`config.mk`:
```
export PLATFORM = sky130hd
export DESIGN_NAME = uart_rx_fifo_bus_registers_flat
export DESIGN_NICKNAME = d
export VERILOG_FILES = /design/src/hdl/urx_pkg.sv /design/src/hdl/urx_ifs.sv /design/src/hdl/urx_fifo.sv /design/src/hdl/urx_ctrl.sv /design/src/hdl/uart_rx_fifo_bus_registers.sv /design/src/flat_wrapper.sv
export SDC_FILE = /design/constraint.sdc
export NUM_CORES = 1
export LEC_CHECK = 0
export ABC_AREA = 1
export BUFFER_PORTS_ARGS = -buffer_cell sky130_fd_sc_hd__buf_2
export CAP_MARGIN = 20
export CORE_UTILIZATION = 25
export CTS_CLUSTER_DIAMETER = 50
export CTS_CLUSTER_SIZE = 14
export DETAILED_ROUTE_END_ITERATION = 10
export PLACE_DENSITY = 0.38
export SYNTH_ARGS = -nofsm -noshare
export SYNTH_HDL_FRONTEND = slang
export SYNTH_SLANG_ARGS = --single-unit
```
`constraint.sdc`:
```
create_clock -name clk -period 3.4 [get_ports clk]
set_input_delay 0.68 -clock clk [delete_from_list [all_inputs] [get_ports clk]]
set_output_delay 0.68 -clock clk [all_outputs]
set_load 0.01 [all_outputs]
```
`src/hdl/urx_pkg.sv`:
```
// Shared types, codes and defaults for the UART receive FIFO register block.
`default_nettype none
package urx_pkg;

  localparam int FIFO_DEPTH_DEF = 16;
  localparam int SPEED_BITS_DEF = 16;

  localparam logic [1:0] MODE_LINE  = 2'd0;
  localparam logic [1:0] MODE_WRITE = 2'd1;
  localparam logic [1:0] MODE_READ  = 2'd2;

  localparam logic [6:0] REG_STATUS = 7'd0;
  localparam logic [6:0] REG_SPEED  = 7'd1;
  localparam logic [6:0] REG_RXDATA = 7'd2;
  localparam logic [6:0] REG_TXDATA = 7'd3;

  typedef struct packed {
    logic [1:0]  mode;
    logic [6:0]  reg_address;
    logic [15:0] write_value;
    logic [7:0]  rx_byte;
    logic [7:0]  requester;
  } in_item_t;

  typedef struct packed {
    logic        reply_valid;
    logic [7:0]  reply_target;
    logic        reply_is_data;
    logic [7:0]  reply_byte;
    logic        reply_empty_error;
    logic        status_empty;
    logic        status_overflow;
    logic        status_read_empty;
    logic        tx_valid;
    logic [7:0]  tx_byte;
    logic [15:0] speed_value;
  } out_item_t;

  typedef struct packed {
    logic       push;
    logic       pop;
    logic [7:0] push_byte;
  } fifo_cmd_t;

  typedef struct packed {
    logic       empty;
    logic       full;
    logic [7:0] head;
  } fifo_stat_t;

endpackage
`default_nettype wire

```
`src/hdl/urx_ifs.sv`:
```
// Valid/ready channel interfaces for the item and result transactions.
`default_nettype none
interface urx_in_if;
  logic        valid;
  logic        ready;
  logic [1:0]  mode;
  logic [6:0]  reg_address;
  logic [15:0] write_value;
  logic [7:0]  rx_byte;
  logic [7:0]  requester;

  modport source (output valid, mode, reg_address, write_value, rx_byte, requester,
                  input ready);
  modport sink (input valid, mode, reg_address, write_value, rx_byte, requester,
                output ready);
endinterface

interface urx_out_if;
  logic        valid;
  logic        ready;
  logic        reply_valid;
  logic [7:0]  reply_target;
  logic        reply_is_data;
  logic [7:0]  reply_byte;
  logic        reply_empty_error;
  logic        status_empty;
  logic        status_overflow;
  logic        status_read_empty;
  logic        tx_valid;
  logic [7:0]  tx_byte;
  logic [15:0] speed_value;

  modport source (output valid, reply_valid, reply_target, reply_is_data, reply_byte,
                  reply_empty_error, status_empty, status_overflow, status_read_empty,
                  tx_valid, tx_byte, speed_value,
                  input ready);
  modport sink (input valid, reply_valid, reply_target, reply_is_data, reply_byte,
                reply_empty_error, status_empty, status_overflow, status_read_empty,
                tx_valid, tx_byte, speed_value,
                output ready);
endinterface
`default_nettype wire

```
`src/hdl/urx_fifo.sv`:
```
// Receive FIFO: byte memory, pointers, full/empty flags and registered head byte.
`default_nettype none
module urx_fifo
  import urx_pkg::*;
#(
  parameter int FIFO_DEPTH = FIFO_DEPTH_DEF
) (
  input  wire logic       clk,
  input  wire logic       rst,
  input  wire logic       go,
  input  wire fifo_cmd_t  cmd,
  output fifo_stat_t      stat
);

  localparam int AW = (FIFO_DEPTH > 1) ? $clog2(FIFO_DEPTH) : 1;
  localparam logic [AW-1:0] LAST = AW'(FIFO_DEPTH - 1);

  logic [7:0]    mem [FIFO_DEPTH];
  logic [AW-1:0] rd_ptr;
  logic [AW-1:0] wr_ptr;
  logic          full;
  logic          empty;
  logic [7:0]    head;

  logic          push_ok;
  logic          pop_ok;
  logic [AW-1:0] rd_inc;
  logic [AW-1:0] wr_inc;
  logic [AW-1:0] rd_sel;

  assign push_ok = go && cmd.push && !full;
  assign pop_ok  = go && cmd.pop && !empty;
  assign rd_inc  = (rd_ptr == LAST) ? '0 : rd_ptr + 1'b1;
  assign wr_inc  = (wr_ptr == LAST) ? '0 : wr_ptr + 1'b1;
  assign rd_sel  = pop_ok ? rd_inc : rd_ptr;

  always_ff @(posedge clk) begin
    if (rst) begin
      rd_ptr <= '0;
      wr_ptr <= '0;
      full   <= 1'b0;
      empty  <= 1'b1;
    end else begin
      if (push_ok) begin
        wr_ptr <= wr_inc;
        empty  <= 1'b0;
        full   <= (wr_inc == rd_ptr);
      end
      if (pop_ok) begin
        rd_ptr <= rd_inc;
        full   <= 1'b0;
        empty  <= (rd_inc == wr_ptr);
      end
    end
  end

  // head always holds the entry at the read pointer; bypass a same-cycle write
  always_ff @(posedge clk) begin
    if (push_ok) begin
      mem[wr_ptr] <= cmd.push_byte;
    end
    if (push_ok && (wr_ptr == rd_sel)) begin
      head <= cmd.push_byte;
    end else begin
      head <= mem[rd_sel];
    end
  end

  assign stat.empty = empty;
  assign stat.full  = full;
  assign stat.head  = head;

endmodule
`default_nettype wire

```
`src/hdl/urx_ctrl.sv`:
```
// Register decode, status and speed registers, and result assembly.
`default_nettype none
module urx_ctrl
  import urx_pkg::*;
#(
  parameter int SPEED_BITS = SPEED_BITS_DEF
) (
  input  wire logic       clk,
  input  wire logic       rst,
  input  wire logic       go,
  input  wire in_item_t   item,
  input  wire fifo_stat_t fstat,
  output fifo_cmd_t       fcmd,
  output out_item_t       res
);

  logic                  overflow;
  logic                  read_empty;
  logic [SPEED_BITS-1:0] speed;
  logic                  overflow_next;
  logic                  read_empty_next;
  logic [SPEED_BITS-1:0] speed_next;
  logic [31:0]           speed_wide;

  logic is_line;
  logic is_write;
  logic is_read;
  logic rd_status;
  logic rd_data;

  assign is_line   = (item.mode == MODE_LINE);
  assign is_write  = (item.mode == MODE_WRITE);
  assign is_read   = (item.mode == MODE_READ);
  assign rd_status = is_read && (item.reg_address == REG_STATUS);
  assign rd_data   = is_read && (item.reg_address == REG_RXDATA);

  assign fcmd.push      = is_line;
  assign fcmd.pop       = rd_data;
  assign fcmd.push_byte = item.rx_byte;

  always_comb begin
    overflow_next   = overflow;
    read_empty_next = read_empty;
    speed_next      = speed;
    if (is_line && fstat.full) begin
      overflow_next = 1'b1;
    end
    if (is_write && (item.reg_address == REG_SPEED)) begin
      speed_next = SPEED_BITS'(item.write_value);
    end
    if (rd_status) begin
      overflow_next   = 1'b0;
      read_empty_next = 1'b0;
    end
    if (rd_data && fstat.empty) begin
      read_empty_next = 1'b1;
    end
  end

  always_ff @(posedge clk) begin
    if (rst) begin
      overflow   <= 1'b0;
      read_empty <= 1'b0;
      speed      <= SPEED_BITS'(1);
    end else if (go) begin
      overflow   <= overflow_next;
      read_empty <= read_empty_next;
      speed      <= speed_next;
    end
  end

  assign speed_wide = 32'(speed_next);

  always_comb begin
    res                   = '0;
    res.speed_value       = speed_wide[15:0];
    if (is_write && (item.reg_address == REG_TXDATA)) begin
      res.tx_valid = 1'b1;
      res.tx_byte  = item.write_value[7:0];
    end
    if (rd_status) begin
      res.reply_valid       = 1'b1;
      res.reply_target      = item.requester;
      res.status_empty      = fstat.empty;
      res.status_overflow   = overflow;
      res.status_read_empty = read_empty;
    end
    if (rd_data) begin
      res.reply_valid       = 1'b1;
      res.reply_target      = item.requester;
      res.reply_is_data     = 1'b1;
      res.reply_empty_error = fstat.empty;
      res.reply_byte        = fstat.empty ? 8'd0 : fstat.head;
    end
  end

endmodule
`default_nettype wire

```
`src/hdl/uart_rx_fifo_bus_registers.sv`:
```
// UART register block with receive FIFO: top level with input and result registers.
//
// Usage:
//   item   : valid/ready sink. Each transaction is a line byte (mode 0), a bus
//            register write (mode 1) or a bus register read (mode 2).
//   result : valid/ready source. Exactly one result transaction per item, in
//            order, carrying any read reply, any tx byte and the speed register.
// Path: an accepted item waits in the input register until the result register is
//   free or being read; its work then moves into the result register.
// Throughput: 1 item per cycle while result.ready is high; decode, flag update and
//   FIFO push or pop all take place between the two registers, and the FIFO head
//   byte is kept prefetched from the memory read port.
// Reset: FIFO empty, overflow and read-empty cleared, speed register = 1;
//   both registers drop valid.
// Stall: when result.ready is low the result register holds, the input
//   register then holds, and item.ready falls; nothing is lost or repeated.
`default_nettype none
module uart_rx_fifo_bus_registers
  import urx_pkg::*;
#(
  parameter int FIFO_DEPTH = FIFO_DEPTH_DEF,
  parameter int SPEED_BITS = SPEED_BITS_DEF
) (
  input  wire logic clk,
  input  wire logic rst,
  urx_in_if.sink    item,
  urx_out_if.source result
);

  in_item_t   in_q;
  logic       in_v;
  out_item_t  out_q;
  logic       out_v;
  logic       go;
  out_item_t  res;
  fifo_cmd_t  fcmd;
  fifo_stat_t fstat;

  assign go         = in_v && (!out_v || result.ready);
  assign item.ready = !in_v || go;

  always_ff @(posedge clk) begin
    if (rst) begin
      in_v  <= 1'b0;
      out_v <= 1'b0;
    end else begin
      if (item.ready) begin
        in_v <= item.valid;
      end
      if (go) begin
        out_v <= 1'b1;
      end else if (result.ready) begin
        out_v <= 1'b0;
      end
    end
  end

  always_ff @(posedge clk) begin
    if (item.valid && item.ready) begin
      in_q.mode        <= item.mode;
      in_q.reg_address <= item.reg_address;
      in_q.write_value <= item.write_value;
      in_q.rx_byte     <= item.rx_byte;
      in_q.requester   <= item.requester;
    end
    if (go) begin
      out_q <= res;
    end
  end

  urx_ctrl #(
    .SPEED_BITS (SPEED_BITS)
  ) u_ctrl (
    .clk   (clk),
    .rst   (rst),
    .go    (go),
    .item  (in_q),
    .fstat (fstat),
    .fcmd  (fcmd),
    .res   (res)
  );

  urx_fifo #(
    .FIFO_DEPTH (FIFO_DEPTH)
  ) u_fifo (
    .clk  (clk),
    .rst  (rst),
    .go   (go),
    .cmd  (fcmd),
    .stat (fstat)
  );

  assign result.valid             = out_v;
  assign result.reply_valid       = out_q.reply_valid;
  assign result.reply_target      = out_q.reply_target;
  assign result.reply_is_data     = out_q.reply_is_data;
  assign result.reply_byte        = out_q.reply_byte;
  assign result.reply_empty_error = out_q.reply_empty_error;
  assign result.status_empty      = out_q.status_empty;
  assign result.status_overflow   = out_q.status_overflow;
  assign result.status_read_empty = out_q.status_read_empty;
  assign result.tx_valid          = out_q.tx_valid;
  assign result.tx_byte           = out_q.tx_byte;
  assign result.speed_value       = out_q.speed_value;

endmodule
`default_nettype wire

```
`src/flat_wrapper.sv`:
```
// flat-port wrapper written by rule: the top's interface ports become plain ports
module uart_rx_fifo_bus_registers_flat import urx_pkg::*;
#(
  parameter int FIFO_DEPTH = FIFO_DEPTH_DEF,
  parameter int SPEED_BITS = SPEED_BITS_DEF
)
  (clk, rst, item_valid, item_mode, item_reg_address, item_write_value, item_rx_byte, item_requester, item_ready, result_valid, result_reply_valid, result_reply_target, result_reply_is_data, result_reply_byte, result_reply_empty_error, result_status_empty, result_status_overflow, result_status_read_empty, result_tx_valid, result_tx_byte, result_speed_value, result_ready);
  urx_in_if item_i ();
  urx_out_if result_i ();
  input  wire logic clk;
  input  wire logic rst;
  input wire logic [$bits(item_i.valid)-1:0] item_valid;
  input wire logic [$bits(item_i.mode)-1:0] item_mode;
  input wire logic [$bits(item_i.reg_address)-1:0] item_reg_address;
  input wire logic [$bits(item_i.write_value)-1:0] item_write_value;
  input wire logic [$bits(item_i.rx_byte)-1:0] item_rx_byte;
  input wire logic [$bits(item_i.requester)-1:0] item_requester;
  output wire logic [$bits(item_i.ready)-1:0] item_ready;
  output wire logic [$bits(result_i.valid)-1:0] result_valid;
  output wire logic [$bits(result_i.reply_valid)-1:0] result_reply_valid;
  output wire logic [$bits(result_i.reply_target)-1:0] result_reply_target;
  output wire logic [$bits(result_i.reply_is_data)-1:0] result_reply_is_data;
  output wire logic [$bits(result_i.reply_byte)-1:0] result_reply_byte;
  output wire logic [$bits(result_i.reply_empty_error)-1:0] result_reply_empty_error;
  output wire logic [$bits(result_i.status_empty)-1:0] result_status_empty;
  output wire logic [$bits(result_i.status_overflow)-1:0] result_status_overflow;
  output wire logic [$bits(result_i.status_read_empty)-1:0] result_status_read_empty;
  output wire logic [$bits(result_i.tx_valid)-1:0] result_tx_valid;
  output wire logic [$bits(result_i.tx_byte)-1:0] result_tx_byte;
  output wire logic [$bits(result_i.speed_value)-1:0] result_speed_value;
  input wire logic [$bits(result_i.ready)-1:0] result_ready;
  assign item_i.valid = item_valid;
  assign item_i.mode = item_mode;
  assign item_i.reg_address = item_reg_address;
  assign item_i.write_value = item_write_value;
  assign item_i.rx_byte = item_rx_byte;
  assign item_i.requester = item_requester;
  assign item_ready = item_i.ready;
  assign result_valid = result_i.valid;
  assign result_reply_valid = result_i.reply_valid;
  assign result_reply_target = result_i.reply_target;
  assign result_reply_is_data = result_i.reply_is_data;
  assign result_reply_byte = result_i.reply_byte;
  assign result_reply_empty_error = result_i.reply_empty_error;
  assign result_status_empty = result_i.status_empty;
  assign result_status_overflow = result_i.status_overflow;
  assign result_status_read_empty = result_i.status_read_empty;
  assign result_tx_valid = result_i.tx_valid;
  assign result_tx_byte = result_i.tx_byte;
  assign result_speed_value = result_i.speed_value;
  assign result_i.ready = result_ready;
  uart_rx_fifo_bus_registers #(.FIFO_DEPTH(FIFO_DEPTH), .SPEED_BITS(SPEED_BITS)) u_core (.clk(clk), .rst(rst), .item(item_i), .result(result_i));
endmodule
```
======== Yosys cells after proc, flatten, opt, wreduce, memory -nomap -nowiden ========
Memory sizes are Yosys's and may differ from the RTL's. A register that Yosys moved wholly into a read port is not among the register bits.
Index checks and enable logic that the tools add are counted.
storage, ports and cells
  bits of input ports ..................... 45
  bits in read-only memories .............. 0
  memories kept ........................... 1
  bits in latches ......................... 0
  RAM bits ................................ 128
  bits in registers ....................... 118
operators by class
  add/subtract/negate cells ............... 2
  bitwise operators ....................... 1
  $lt $le $gt $ge ......................... 0
  equality and inequality tests ........... 9
  reductions and logical operators ........ 28
  multipliers ............................. 0
  shift-type cells ........................ 0
  divide/modulo/power cells ............... 0
  multiplexer cells ....................... 18
memory list
  name               depth  width  read ports  clocked after Yosys merged registers in  wr ports  line            RTL
  u_core.u_fifo.mem  16     8      1           1                                        1         urx_fifo.sv:18  logic [7:0] mem [FIFO_DEPTH];
operators by type and width
  kind                                                             number
  18-bit two-way mux                                               1
  9-bit two-way mux                                                2
  16-bit two-way mux                                               1
  7-bit by 2-bit == test with 1-bit output, second input constant  2
  1-bit logical AND                                                12
  4-bit two-way mux                                                3
  1-bit two-way mux                                                10
  4-bit by 1-bit adder with 4-bit output, second input constant    2
  4-bit == test                                                    2
  4-bit == test, second input constant                             2
  8-bit two-way mux                                                1
  2-bit nonzero test                                               4
  7-bit by 1-bit == test with 1-bit output, second input constant  1
  7-bit logical NOT                                                1
  1-bit logical NOT                                                4
  2-bit AND reduction                                              2
  2-bit OR reduction                                               2
  2-bit by 1-bit == test with 1-bit output, second input constant  1
  2-bit == test, second input constant                             1
  2-bit logical NOT                                                1
  1-bit logical OR                                                 2
  1-bit NOT                                                        1

======== Longest topological paths before layout ========
  depth in word-level cells ............... 7
  gate-level depth with buffers ........... 10
  depth with buffers taken out ............ 10

======== Hierarchy ========
Synthesis repeated with hierarchy kept, for this count alone.
unflattened totals
  cells, all modules ...................... 897
  area total of the unflattened synthesis .. 10256.1 µm²
by module, submodules not included
  module                      instances  cells an instance  area an instance (µm²)
  urx_fifo                    1          539                6093.3
  uart_rx_fifo_bus_registers  1          100                2733.9
  urx_ctrl                    1          258                1428.9

======== Least setup slack after synthesis ========
OpenSTA, ideal clock, no wires.
  path kind ............................... input -> register
  start point ............................. input port result_ready
  end point ............................... memory u_core.u_fifo.mem[0][0], enable pin
  library setup time ...................... 0.370 ns
  buffers on the path ..................... 0
  slack ................................... 1.201 ns
  data required time ...................... 3.030 ns
  stages .................................. 6
  data arrival time ....................... 1.829 ns
  cell sequence ........................... inv_1 > a21oi_2 > nand2_1 > inv_1 > nand2_1 > nor2_1
on the way
  word-level cells in the longest chain between the ends .. 6
RTL lines
  what                                     line                              RTL
  from (decl)                              flat_wrapper.sv:31                input wire logic [$bits(result_i.ready)-1:0] result_ready;
  1-bit logical OR                         uart_rx_fifo_bus_registers.sv:39  assign go = in_v && (!out_v || result.ready);
  1-bit logical AND                        uart_rx_fifo_bus_registers.sv:39
  1-bit logical AND (2 in a row)           urx_fifo.sv:31                    assign push_ok = go && cmd.push && !full;
  1-bit two-way mux                        urx_fifo.sv:59                    if (push_ok) begin
  1-bit two-way mux (implied by the code)  urx_fifo.sv:60                    mem[wr_ptr] <= cmd.push_byte;
  to (decl)                                urx_fifo.sv:18
No other way between the ends.

======== Worst setup path after layout ========
  start point ............................. register u_core.in_q[40] (netlist name)
  end point ............................... memory u_core.u_fifo.mem[9][3], enable pin
on the way
  word-level cells in the longest chain between the ends .. 5
RTL lines
  what                                     line                              RTL
  from (decl)                              uart_rx_fifo_bus_registers.sv:30  in_item_t in_q;
  2-bit logical NOT                        urx_ctrl.sv:31                    assign is_line = (item.mode == MODE_LINE);
  1-bit logical AND (2 in a row)           urx_fifo.sv:31
  1-bit two-way mux                        urx_fifo.sv:59
  1-bit two-way mux (implied by the code)  urx_fifo.sv:60
No other way between the ends.

==> run metrics <==
final WL=25400 µm; post-synthesis net count=949; CTS Sinks=250; CTS tree=yes; Hold Buf Count CTS=0; Final Hold Viols=0; initial antenna violation count=2; Die Height=203 µm; clk_skew=0.0222 ns; global-route wire length before repair=39100 µm; P&R area growth vs syn=22.7%; largest net degree at the start of global routing=74; CTS clock-pin slew for the worst setup and hold paths=0.06 ns; nets@finish=1059; Initial DRC Count=357; share of cells above drive strength 1=0.178; setup ws final=0.931 ns; Max-Cap Viols=0; gr usage total=0.124; PnR Total Power=7.43 mW; CTS buffer count=34; dpl ws=0.775 ns; Finished Cell Area=0.0124 mm²; crit-path max FO=9; RSZ-0062 raised after global routing=false; number of synthesized register bits=250; peak supply drop=276 µV; drt via density=4.18; max-slew violation count=0; Layout Cells excl Fill=1560; Core ar.=0.0398 mm²; Mapped Area=0.0101 mm²; Max-slew headroom=0.410; gr ovfl total=0; WS Path Type=reg -> reg; period utilization=0.726; number of H-tree levels=2; CTS Buffer Depth=3; row count=73; post-cts sizing count=0; Initial Util=0.254; met2 Track Usage GR=0.200; Setup crit start kind=flip-flop; GRT met1 Usage=0.167; DRT Pass-1 Iters=4; filler cell count=4142; Port-buffer cells=93; routed via count=6513; busiest grt layer=met2; Area after DPL=0.0112 mm²; later-pin clock latency in the skew report=0.52 ns; minimum clock period=2.47 ns; worst slew pin tran=0.886 ns; met3 Resource Use GR=0.0278; commonest non-fill, non-tap cells in the layout=edfxtp_1 (216), nand2_1 (183), inv_1 (134), buf_2 (93), nor2_1 (84); status=completed; top cells by area, synth=edfxtp_1 (64%), nand2_1 (6.8%), dfxtp_1 (6.7%), inv_1 (5.0%), nand3_1 (3.4%); WHS=0.337 ns; worst min-delay path class=in -> reg; Util after Layout=0.312; die width=203 µm; placed wire-length estimate=16800 µm; post-synthesis area per instance=11.3 µm²; area leader, netlist=edfxtp_1; DR DRC count=0; Seq/Total Area, Yosys=0.708; Setup TNS Final=0 ns; static leakage=4.93 nW; post-synthesis cell type count=28; Antenna diodes=0; DP Cell Count=1498; Synth top area share=0.640; required time of the critical path=3.54 ns; Yosys warning count=0; # IOs=94; CP Data Arrival Time=2.61 ns; DR WL/cell=16.3 µm; die area=0.0413 mm²; DRT antenna net count=0; commonest non-fill, non-tap cell in the layout=edfxtp_1; # setup viols final=0; CP Capture Type=flip-flop; RD Place Congestion=0.773; Peak Freq=405 MHz; PwrDens=598 mW/mm²; setup repair bufs after CTS=0; Mapped Cells=899; Root Buffer=clkbuf_16; vias in the first global route=6606
[report_power, final]
group	switching (mW)	leakage [nW]	total (mW)	internal, mW
registers	0.0662	2.30	3.48	3.41
logic	0.132	2.05	0.202	0.0704
clock network	1.40	0.582	3.75	2.35
total	1.60	4.93	7.43	5.83
[flip-flops by register name, indices dropped and copies added, names as in the netlist, 4 cells and up, named ones only]
register	flops
u_core.result.reply_byte	8
u_core.u_fifo.mem	128
u_core.u_fifo.rd_ptr	4
u_core.in_q	41
u_core.u_ctrl.speed	16
u_core.u_fifo.wr_ptr	4
u_core.result.speed_value	16
u_core.result.reply_target	8
u_core.result.tx_byte	8
[synth_stat cells (all sizes together)]
master,number
buf,20
edfxtp,216
o211ai,40
a21oi,45
nor3,8
nand3,69
ha,5
nand2,185
nor2,87
xnor2,1
nand4,7
inv,136
o21ai,30
clkbuf,16
dfxtp,34
[routing by layer]
metal | routed length, µm | vias to the layer above | share of wire
met3 | 1110 | 36 | 0.044
met4 | 394 | 4 | 0.015
met1 | 12000 | 3088 | 0.47
met2 | 11900 | 120 | 0.47
met5 | 23 | - | 0.00090
li1 | - | 3265 | -
[final timing paths]
path / slack (ns) / startpoint / depth (start not counted) / endpoint
setup / recovery: 0.93 / u_core.in_q[40]$_DFFE_PP_ / 5 / u_core.u_fifo.mem[9][3]$_DFFE_PP_
hold reg to reg: 0.48 / u_core.u_ctrl.read_empty$_SDFFE_PP0P_ / 2 / u_core.u_ctrl.read_empty$_SDFFE_PP0P_
hold / removal: 0.34 / item_write_value[7] / 1 / u_core.in_q[23]$_DFFE_PP_
setup reg to reg: 0.93 / u_core.in_q[40]$_DFFE_PP_ / 5 / u_core.u_fifo.mem[9][3]$_DFFE_PP_
[logic make-up (layout without fill, tap and decap cells)]
family | count (synthesis) | in the layout | synth area share
compound gates | 115 | 115 | 0.0671
flops | 250 | 250 | 0.708
simple gates | 356 | 356 | 0.151
buf+inv | 172 | 308 | 0.0675
fa+ha+maj | 5 | 5 | 0.00618
xor+xnor | 1 | 1 | 0.000865
[worst max-delay path: stages, from the launching register on]
cell      delay [ns]
edfxtp_1        0.48
nor3_1          0.37
nand2_1         0.13
inv_1           0.23
nand2_1         0.24
nor2_1          0.64
[cell type report]
type / count / area (µm²) / share of cell area
multi-input combinational: 477 / 2280 / 0.184
inverter: 136 / 510 / 0.0411
sequential: 250 / 7170 / 0.577
clock buffer: 38 / 876 / 0.0705
tap: 525 / 657 / 0.0529
timing repair buffer: 110 / 606 / 0.0487
clock inverter: 24 / 322 / 0.0259
Note: power is estimated with default switching activity, not from simulation.
